`config.mk`:
```
export PLATFORM = sky130hd
export DESIGN_NAME = cth_hash
export DESIGN_NICKNAME = d
export VERILOG_FILES = /design/src/design/cth_pkg.sv /design/src/design/cth_hash.sv
export SDC_FILE = /design/constraint.sdc
export NUM_CORES = 1
export LEC_CHECK = 0
export ABC_AREA = 1
export BUFFER_PORTS_ARGS = -buffer_cell sky130_fd_sc_hd__buf_2
export CAP_MARGIN = 20
export CORE_AREA = 3 3 83 85
export DETAILED_ROUTE_END_ITERATION = 6
export DIE_AREA = 0 0 86 88
export PLACE_DENSITY = 0.89
export SYNTH_ARGS = -nofsm -noshare
export SYNTH_HDL_FRONTEND = slang
export SYNTH_SLANG_ARGS = --single-unit
```
`constraint.sdc`:
```
create_clock -name vclk -period 19.5
set_input_delay 3.9 -clock vclk [all_inputs]
set_output_delay 3.9 -clock vclk [all_outputs]
set_load 0.005 [all_outputs]
```
`src/design/cth_pkg.sv`:
```
// ---------------------------------------------------------------------------
// Connection table package
// Shared types, codes and constants of the hashed connection table.
// ---------------------------------------------------------------------------
package cth_pkg;

  localparam int MAX_BINS   = 2048;
  localparam int BIN_W      = 11;
  localparam int FOLD_SHIFT = 12;
  localparam int KEY_W      = 128;

  localparam logic [15:0] AF_INET    = 16'd2;
  localparam logic [15:0] AF_IPX     = 16'd6;
  localparam logic [15:0] AF_COMPORT = 16'd69;

  typedef enum logic [1:0] {
    REQ_LOOKUP  = 2'd0,
    REQ_INSERT  = 2'd1,
    REQ_RELEASE = 2'd2,
    REQ_NONE    = 2'd3
  } req_t;

  typedef enum logic [1:0] {
    ST_OK        = 2'd0,
    ST_NOT_FOUND = 2'd1,
    ST_BIN_FULL  = 2'd2,
    ST_SATURATED = 2'd3
  } status_t;

  typedef enum logic [1:0] {
    S_CLEAR,
    S_IDLE,
    S_EXEC
  } state_t;

  // one way of a bin
  typedef struct packed {
    logic [15:0]      refs;
    logic [15:0]      handle;
    logic [KEY_W-1:0] key;
  } entry_t;

endpackage

```
`src/design/cth_hash.sv`:
```
// ---------------------------------------------------------------------------
// Connection table bin hash
// Maps family and address bytes to a bin under the configured table size.
// ---------------------------------------------------------------------------
module cth_hash import cth_pkg::*; (
  input  logic [15:0]      family,
  input  logic [15:0]      b2_3,
  input  logic [63:0]      b4_11,
  input  logic [15:0]      b12_13,
  input  logic [3:0]       size_log,
  output logic [BIN_W-1:0] bin
);

  logic [7:0]       bytes [10];
  logic [15:0]      pair [5];
  logic [15:0]      ipx_sum;
  logic [15:0]      inet_h;
  logic [15:0]      hv;
  logic [3:0]       lg;
  logic [BIN_W-1:0] mask;

  // split address bytes for the ipx sum
  always_comb begin
    bytes[0] = b2_3[7:0];
    bytes[1] = b2_3[15:8];
    for (int i = 0; i < 8; i++) begin
      bytes[2+i] = b4_11[8*i +: 8];
    end
  end

  // sum signed bytes pairwise, then fold in the socket
  always_comb begin
    for (int i = 0; i < 5; i++) begin
      pair[i] = {{8{bytes[2*i][7]}}, bytes[2*i]} + {{8{bytes[2*i+1][7]}}, bytes[2*i+1]};
    end
    ipx_sum = b12_13;
    for (int i = 0; i < 5; i++) begin
      ipx_sum = ipx_sum + pair[i];
    end
  end

  // fold the inet address at 12 and 24 bits
  assign inet_h = b2_3 ^ b4_11[15:0] ^ b4_11[FOLD_SHIFT +: 16] ^ {8'd0, b4_11[31:24]};

  always_comb begin
    if (family == AF_INET) begin
      hv = inet_h;
    end else if (family == AF_IPX) begin
      hv = ipx_sum;
    end else begin
      hv = 16'd0;
    end
  end

  // clamp size and mask to the bin count
  always_comb begin
    lg = size_log;
    if (lg < 4'd1) lg = 4'd1;
    if (lg > 4'(FOLD_SHIFT)) lg = 4'(FOLD_SHIFT);
    mask = BIN_W'((12'd1 << (lg - 4'd1)) - 12'd1);
  end

  assign bin = hv[BIN_W-1:0] & mask;

endmodule

```
==> results of run 1 <==
through the flow:
step | hold WS (ns) | area, µm² | std cells | utilization
2_1_floorplan | 7.896 | 3611 | 506 | -
3_3_place_gp | 8.179 | 4318 | 705 | 0.6879
3_5_place_dp | 8.186 | 4318 | 705 | 0.6879
4_1_cts | 8.189 | 4318 | 705 | 0.6879
5_1_grt | 8.220 | 4318 | 705 | 0.6879
6_report | 8.199 | 4318 | 705 | 0.6879
critical path, stage by stage:
cell and delay [ns]:
buf_2 0.10, ha_1 0.20, inv_1 0.07, fa_1 0.41, o21ai_0 0.35, a21oi_1 0.14
o21ai_0 0.37, nand2_1 0.11, a22oi_1 0.21, fa_1 0.53, fa_1 0.55, fa_1 0.54
inv_1 0.04, ha_1 0.30, inv_1 0.16, o31ai_1 0.11, a21oi_1 0.18, inv_1 0.06
nand2_1 0.07, nand3_1 0.08, a21oi_1 0.15, buf_2 0.13
final cells by class:
cell class | instances | area share
multi-input combinational | 387 | 0.7328
timing repair buffer | 122 | 0.1414
inverter | 119 | 0.1034
tap | 77 | 0.02231
cells in the mapped netlist:
cell type | n | share of area
or2_2 | 10 | 0.017
xnor2_1 | 35 | 0.085
o21bai_1 | 4 | 0.0083
nor3_1 | 9 | 0.012
nand4_2 | 1 | 0.0035
o21a_1 | 1 | 0.0021
a211oi_1 | 1 | 0.0021
a21boi_1 | 1 | 0.0021
a21oi_2 | 2 | 0.0049
a31oi_1 | 2 | 0.0035
o21ai_0 | 12 | 0.017
and3_1 | 1 | 0.0017
o31a_1 | 1 | 0.0024
nand3_1 | 28 | 0.039
nor2_1 | 12 | 0.012
nand3_2 | 2 | 0.0055
o211ai_1 | 1 | 0.0021
xor2_1 | 21 | 0.051
nor4_2 | 3 | 0.010
nand2_1 | 94 | 0.098
inv_1 | 119 | 0.12
a21oi_1 | 37 | 0.051
nor4_1 | 1 | 0.0017
nand4_1 | 2 | 0.0035
nand3b_1 | 4 | 0.0083
nor2_2 | 1 | 0.0017
ha_1 | 50 | 0.17
nand2_2 | 1 | 0.0017
nor2_4 | 2 | 0.0062
a22oi_1 | 4 | 0.0083
o31ai_1 | 1 | 0.0021
fa_1 | 43 | 0.24
how the worst max path moves through the flow:
stage / from / to / slack (ns) / depth (start not counted)
3_3_place_gp: b2_3[0] / bin[10] / 7.00 / 22
5_1_grt: b4_11[0] / bin[10] / 6.51 / 22
4_1_cts: b2_3[0] / bin[10] / 6.85 / 22
3_5_place_dp: b2_3[0] / bin[10] / 6.87 / 21
6_report: b2_3[0] / bin[10] / 6.84 / 22
2_1_floorplan: b4_11[0] / bin[10] / 7.73 / 19
layer usage:
layer  vias to the layer above  routed length [µm]  track usage
met5                         -                   0            0
met2                       138                4785       0.4919
met4                         0                 117      0.02734
met1                      1680                4054       0.3314
li1                       1838                   -            -
met3                        14                 694      0.01505
cell families after synthesis:
group	after synthesis	share of synthesized area
simple gates	171	0.2231
buf+inv	119	0.1237
compound gates	67	0.1057
fa+ha+maj	93	0.4116
xor+xnor	56	0.1358
power by group through the flow:
stage	sequential, µW	clock, µW	combinational (µW)
floorplan	0	0	418
finish	0	0	546
CTS	0	0	542
detailed placement	0	0	539
global route	0	0	640
global placement	0	0	516
==> impl_metrics.toml, run 1 <==
[route]
drt_iter0_drc = 171
viasPerCell = 5.206
drc_errors = 0
routed_wl_um = 9652
wl_per_cell_um = 13.69
ant_nets = 0
vias = 3670
drt-pass1-iter-count = 5

[placed_design]
dp_hpwl_um = 8808
port_buffers = 122
place.gp.congestion = 0.8945
pre_cts_ws_ns = 6.869

[sta]
drv_slew = 0
hold_viol = 0
fin_ws_ns = 6.835
period_minus_slack_ns = 12.66
relSlewSlack = 0.7217
setup-tns-final_ns = 0
period_share = 0.6495
worst_slew_pin_slew_ns = 0.4145
rsz0062_at_grt = "no"
max_freq_ghz = 0.07896
setup_violations = 0

[power_and_ir_drop]
leakage_uw = 0.002451
power_density_mw_per_mm2 = 126.5
power_frac_clock = 0
switching_share = 0.5949
vdd_drop_max_uv = 124.4
pwr-share-seq = 0
p_int_uw = 221.3
p_total_uw = 546.1
combPwrFrac = 1.000
switching_power_uw = 324.9

[global_routing]
grt_max_degree = 11
track_usage = 0.2583
antenna_found_initial = 0
grt-ovfl-total = 0
grt_pass1_wl_um = 16010
grt_pass1_vias = 3708

[cells_and_area]
syn_to_final_growth_pct = 19.58
multi_input_area_mm2 = 0.003164
diodes = 0
mostFrequentLayoutCell = "buf_2"
regArea_um2 = 0
fillers = 530
final_cell_mix = "buf_2, inv_1, nand2_1"
final_nets = 839
design.seq.count = 0
clock_buffers = 0
drive_gt1_frac = 0.2293

[floorplan]
dieArea_mm2 = 0.007568
ios = 127
die_y_um = 88
initial_utilization = 0.5752
dieWidth_um = 86
core_mm2 = 0.006277
num_rows = 29

[synthesis]
yosysWarnings = 0
synth_cells = 506
syn_avg_cell_area_um2 = 7.136
yosysSeqAreaShare = 0
synth_fp_nets = 715
synth_area_mm2 = 0.003611
ys_types = 32

[job]
cap_violations = 0

[cts]
cts-hold-fix-buffers = 0
cts_setup_buffers = 0
cts_resized = 0

[critical_path]
cp.required_ns = 15.60
start_kind = "input pin"
crit_type = "input pin to primary output"
cp_max_fo = 6
critPathCaptureType = "primary output"
cp.arrival_ns = 8.76

[outcome]
status = "finished clean"

[min_path]
worstHoldPathCells = 4
hp-start = "size_log[3]"
whs_endpoint = "bin[9]"
hp-class = "input pin to primary output"
Power figures use the tool's default switching activity.
==> run 2: changes to the inputs <==
--- a/config.mk
+++ b/config.mk
@@ -8,10 +8,10 @@
 export ABC_AREA = 1
 export BUFFER_PORTS_ARGS = -buffer_cell sky130_fd_sc_hd__buf_2
 export CAP_MARGIN = 20
-export CORE_AREA = 3 3 83 85
+export CORE_AREA = 3 3 90 92
 export DETAILED_ROUTE_END_ITERATION = 6
-export DIE_AREA = 0 0 86 88
-export PLACE_DENSITY = 0.89
+export DIE_AREA = 0 0 93 95
+export PLACE_DENSITY = 0.8
 export SYNTH_ARGS = -nofsm -noshare
 export SYNTH_HDL_FRONTEND = slang
 export SYNTH_SLANG_ARGS = --single-unit
==> constraint.sdc (replaced) <==
create_clock -name vclk -period 10.75
set_input_delay 2.15 -clock vclk [all_inputs]
set_output_delay 2.15 -clock vclk [all_outputs]
set_load 0.005 [all_outputs]
==> run 2 against run 1 <==
Net effect: first-iteration DRC count fell by 59%; combinational power rose by 81%; sequential cell count did not move; cell count rose by 3.1%; die area rose by 17%; critical path depth did not move; core utilization fell by 9.2 points; sequential share of layout area did not move; total power rose by 81%; routed wire length fell by 4.1%; hold slack got worse by 3.5 ns; non-clock buffer count did not move; critical endpoint unchanged; largest power group unchanged.
==> impl_metrics.toml, run 2 (synthesized netlist as in run 1, its figures left out) <==
[outcome]
status = "finished clean"

[route]
vias = 3584
drc_errors = 0
drt-pass1-iter-count = 5
routed_wl_um = 9254
wl_per_cell_um = 12.73
drt_iter0_drc = 70
ant_nets = 0
viasPerCell = 4.930

[sta]
fin_ws_ns = 1.758
period_minus_slack_ns = 8.992
worst_slew_pin_slew_ns = 0.3459
max_freq_ghz = 0.1112
hold_viol = 0
drv_slew = 0
setup-tns-final_ns = 0
setup_violations = 0
rsz0062_at_grt = "no"
period_share = 0.8365
holdWs_ns = 4.687
relSlewSlack = 0.7669

[critical_path]
path_buf_inv = 6
cp_max_fo = 6
cp.arrival_ns = 6.84
cp.required_ns = 8.60
crit_type = "input pin to primary output"
cpMaxStageDelayCell = "fa_1"
critPathCaptureType = "primary output"
start_kind = "input pin"
cp_cell_sequence = "buf_2 > ha_1 > inv_1 > fa_1 > o21ai_0 > a21oi_1 > o21ai_0 > nand2_1 > a22oi_1 > fa_1 > fa_1 > fa_1 > inv_1 > ha_1 > inv_1 > nor3_1 > a21oi_1 > inv_1 > nand2_1 > nand3_1 > a21oi_1 > buf_2"
max_stage_delay_ns = 0.54
crit_family = "adder cells"

[cells_and_area]
mostFrequentLayoutCell = "buf_2"
syn_to_final_growth_pct = 20.34
clock_buffers = 0
fin_util = 0.5959
final_nets = 839
fillers = 725
design.seq.count = 0
diodes = 0
final_cell_mix = "buf_2, inv_1, nand2_1"
regArea_um2 = 0
drive_gt1_frac = 0.2293
stdcell_count = 727

[global_routing]
grt_pass1_wl_um = 15410
grt_pass1_vias = 3527
grt_max_degree = 11
track_usage = 0.2126
antenna_found_initial = 0
grt-ovfl-total = 0

[power_and_ir_drop]
leakage_uw = 0.002451
vdd_drop_max_uv = 174.7
power_density_mw_per_mm2 = 227.5

[placed_design]
pre_cts_ws_ns = 1.734
dp_hpwl_um = 8719
placed_cells = 727
place.gp.congestion = 0.8995
port_buffers = 122

[floorplan]
dieWidth_um = 93
core_mm2 = 0.007292
initial_utilization = 0.4952
dieArea_mm2 = 0.008835
die_y_um = 95
num_rows = 31
ios = 127

[cts]
cts_setup_buffers = 0
cts_resized = 0
cts-hold-fix-buffers = 0

[min_path]
hp-class = "input pin to primary output"

[job]
cap_violations = 0
## run 2: cell counts in the layout (fill, tap and decap cells not counted)
Identical to the previous run, type by type.
## run 2: per-stage QoR
stage | area, µm² | total power [µW]
floorplan | 3611 | 758.9
global placement | 4345 | 967.0
detailed placement | 4345 | 989.0
CTS | 4345 | 995.0
global route | 4345 | 1160
finish | 4345 | 988.6
## run 2: layer usage
| metal | wire, µm | vias to the layer above | GRT usage |
|---|---|---|---|
| met4 | 126 | 0 | 0.02564 |
| met5 | 0 | - | 0 |
| met2 | 4482 | 117 | 0.3935 |
| met1 | 3918 | 1616 | 0.2722 |
| li1 | - | 1841 | - |
| met3 | 726 | 10 | 0.02629 |
## run 2: final cells by class
type / count / area, µm² / share of cell area
timing repair buffer: 122 / 610.6 / 0.1405
inverter: 119 / 446.7 / 0.1028
multi-input combinational: 387 / 3164 / 0.7282
tap: 99 / 123.9 / 0.02851
## run 2: path summary, 6_finish.rpt
path / cells after the start / end / start / slack [ns]
worst max-delay path: 22 / bin[10] / b2_3[0] / 1.76
worst min-delay path: 4 / bin[5] / size_log[2] / 4.69
## run 2: power by group
part           leakage (µW)  internal, µW  switching, µW  total, µW
clock                     0             0              0          0
combinational       0.00245           406            583        989
sequential                0             0              0          0
total               0.00245           406            583        989
==> run 3: changes to the inputs <==
==> config.mk (replaced) <==
export PLATFORM = sky130hd
export DESIGN_NAME = cth_hash
export DESIGN_NICKNAME = d
export VERILOG_FILES = /design/src/design/cth_pkg.sv /design/src/design/cth_hash.sv
export SDC_FILE = /design/constraint.sdc
export NUM_CORES = 1
export LEC_CHECK = 0
export ABC_AREA = 0
export BUFFER_PORTS_ARGS = -buffer_cell sky130_fd_sc_hd__buf_2
export CAP_MARGIN = 20
export CORE_AREA = 3 3 89 91
export DETAILED_ROUTE_END_ITERATION = 6
export DIE_AREA = 0 0 92 94
export PLACE_DENSITY = 0.79
export SYNTH_ARGS = -nofsm -noshare
export SYNTH_HDL_FRONTEND = slang
export SYNTH_SLANG_ARGS = --single-unit
==> constraint.sdc (replaced) <==
create_clock -name vclk -period 7.8
set_input_delay 1.56 -clock vclk [all_inputs]
set_output_delay 1.56 -clock vclk [all_outputs]
set_load 0.005 [all_outputs]
==> run 3 against run 2 <==
Net effect: count of clock-buffer cells in the layout stayed put; cell count is 5.9% lower; total power is 120% higher; critical path depth is 1 lower; synthesized area is 4.6% lower; via count is 1.5% lower; sequential share of layout area stayed put; core utilization is 8.0 points higher; combinational power is 120% higher; first-iteration DRC count is 46% higher; largest power group unchanged; highest routed layer unchanged.
==> impl_metrics.toml, run 3 <==
[global_routing]
grt_max_degree = 21
grt_pass1_vias = 3563
track_usage = 0.2270
grt_pass1_wl_um = 15950
grt-ovfl-total = 0
antenna_found_initial = 0

[synthesis]
synth_cells = 412
syn_avg_cell_area_um2 = 8.358
netlist.area_leader.share = 0.2500
ys_types = 45
synth_common_cells = "inv_1, ha_1, xnor2_1"
yosysWarnings = 0
post-synth-top-count-cell = "inv_1"
synth_top_cell_by_area = "fa_1"
synth_area_mm2 = 0.003443
synth_fp_nets = 621
netlist_top_cells_area = "fa_1, ha_1, xnor2_1"
yosysSeqAreaShare = 0

[power_and_ir_drop]
switching_power_uw = 1064
p_int_uw = 1156
power_density_mw_per_mm2 = 455.2
leakage_uw = 0.002484
vdd_drop_max_uv = 469.2
power_frac_clock = 0
switching_share = 0.4791
p_total_uw = 2220
pwr-share-seq = 0
combPwrFrac = 1.000

[sta]
drv_slew = 0
period_share = 0.9975
rsz0062_at_grt = "yes"
setup_violations = 0
max_freq_ghz = 0.1285
worst_slew_pin_slew_ns = 0.6163
relSlewSlack = 0.5785
hold_viol = 0
period_minus_slack_ns = 7.781

[floorplan]
ios = 127
core_mm2 = 0.007214
die_y_um = 94
dieArea_mm2 = 0.008648
initial_utilization = 0.4773
num_rows = 31
dieWidth_um = 92

[min_path]
hp-class = "input pin to primary output"

[cells_and_area]
final_nets = 796
diodes = 0
final_cell_mix = "buf_2, inv_1, buf_4"
fin_util = 0.6760
fillers = 607
regArea_um2 = 0
design.seq.count = 0
syn_to_final_growth_pct = 41.64
drive_gt1_frac = 0.4034
mostFrequentLayoutCell = "buf_2"
multi_input_area_mm2 = 0.003440
stdcell_count = 684
clock_buffers = 0

[critical_path]
max_stage_delay_ns = 0.61
critPathCaptureType = "primary output"
crit_type = "input pin to primary output"
crit_family = "adder cells"
cp.arrival_ns = 6.22
cp_cell_sequence = "buf_2 > ha_2 > fa_2 > a21o_1 > a21oi_2 > nor2b_1 > o21a_1 > o21ai_1 > a31oi_1 > fa_1 > buf_4 > fa_1 > fa_2 > xnor2_2 > xnor2_1 > xnor2_1 > xnor2_1 > xnor3_1 > mux2i_1 > and3_1 > buf_2"
cp.required_ns = 6.24
path_buf_inv = 3
start_kind = "input pin"
path_common_cell = "xnor2_1"
cp_max_fo = 2
cpMaxStageDelayCell = "fa_1"

[placed_design]
dp_hpwl_um = 8568
place.gp.congestion = 0.9121
port_buffers = 122
placed_cells = 677

[route]
routed_wl_um = 10240
wl_per_cell_um = 14.97
drt-pass1-iter-count = 4
vias = 3531
viasPerCell = 5.162
ant_nets = 0
drc_errors = 0
drt_iter0_drc = 102

[cts]
cts-hold-fix-buffers = 0

[job]
cap_violations = 0

[outcome]
status = "finished clean"
-- run 3: cell count changes in the layout (fill, tap and decap cells not counted), sizes merged, moves of 10 or more --
cell and change:
nor2 +15, buf +57, inv -54, or2 -10
nand2b +10, nand3 -28, a21o +13, nor2b +11
nand2 -84, a21oi -16, xnor2 +15
-- run 3: worst min-delay path, stage by stage --
cell and delay, ns:
buf_2 0.17, nand2_1 0.08, a211oi_1 0.06, buf_2 0.13
-- run 3: final timing paths --
kind | slack, ns | startpoint | endpoint | depth (start not counted)
max | 0.02 | b4_11[16] | bin[10] | 21
min | 3.57 | size_log[2] | bin[4] | 4
-- run 3: stage by stage --
stage / setup WS [ns] / hold WS, ns / area, µm² / TNS [ns]
2_1_floorplan: 0.06036 / 3.295 / 3443 / 0
3_3_place_gp: -0.4199 / 3.544 / 4523 / -0.6797
3_5_place_dp: -0.5571 / 3.555 / 4523 / -0.9147
4_1_cts: 0.0006408 / 3.560 / 4629 / 0
5_1_grt: -0.2087 / 3.604 / 4877 / -0.3310
6_report: 0.01950 / 3.565 / 4877 / 0
-- run 3: cell type report --
| class | count | area share |
|---|---|---|
| inverter | 65 | 0.05003 |
| multi-input combinational | 341 | 0.7052 |
| tap | 99 | 0.02540 |
| timing repair buffer | 179 | 0.2193 |
-- run 3: kinds of logic after synthesis --
kind of cell / Yosys count / synth area share
AO/OA/AOI/OAI: 81 / 0.1537
XOR/XNOR: 71 / 0.1846
adder cells (fa/ha/maj): 93 / 0.4317
buffers and inverters: 71 / 0.07958
multiplexers: 4 / 0.01199
AND/OR/NAND/NOR: 92 / 0.1384
-- run 3: power by group through the flow --
stage          Combinational (µW)  Sequential [µW]  Clock (µW)
3_5_place_dp                 1770                0           0
5_1_grt                      2500                0           0
2_1_floorplan                1140                0           0
3_3_place_gp                 1720                0           0
6_report                     2220                0           0
4_1_cts                      1820                0           0
-- run 3: repair_timing --
action	CTS	global route
endpoints found under the hold margin	0	0
resized for setup	27	44
setup endpoints to repair	3	4
pin swaps	24	25
setup buffers	1	6
-- run 3: metal layers --
layer / GRT usage / vias up / wire length [µm]
met4: 0.04703 / 0 / 282
met2: 0.4300 / 131 / 5327
li1: - / 1713 / -
met3: 0.008013 / 20 / 472
met5: 0 / - / 0
met1: 0.2871 / 1667 / 4157
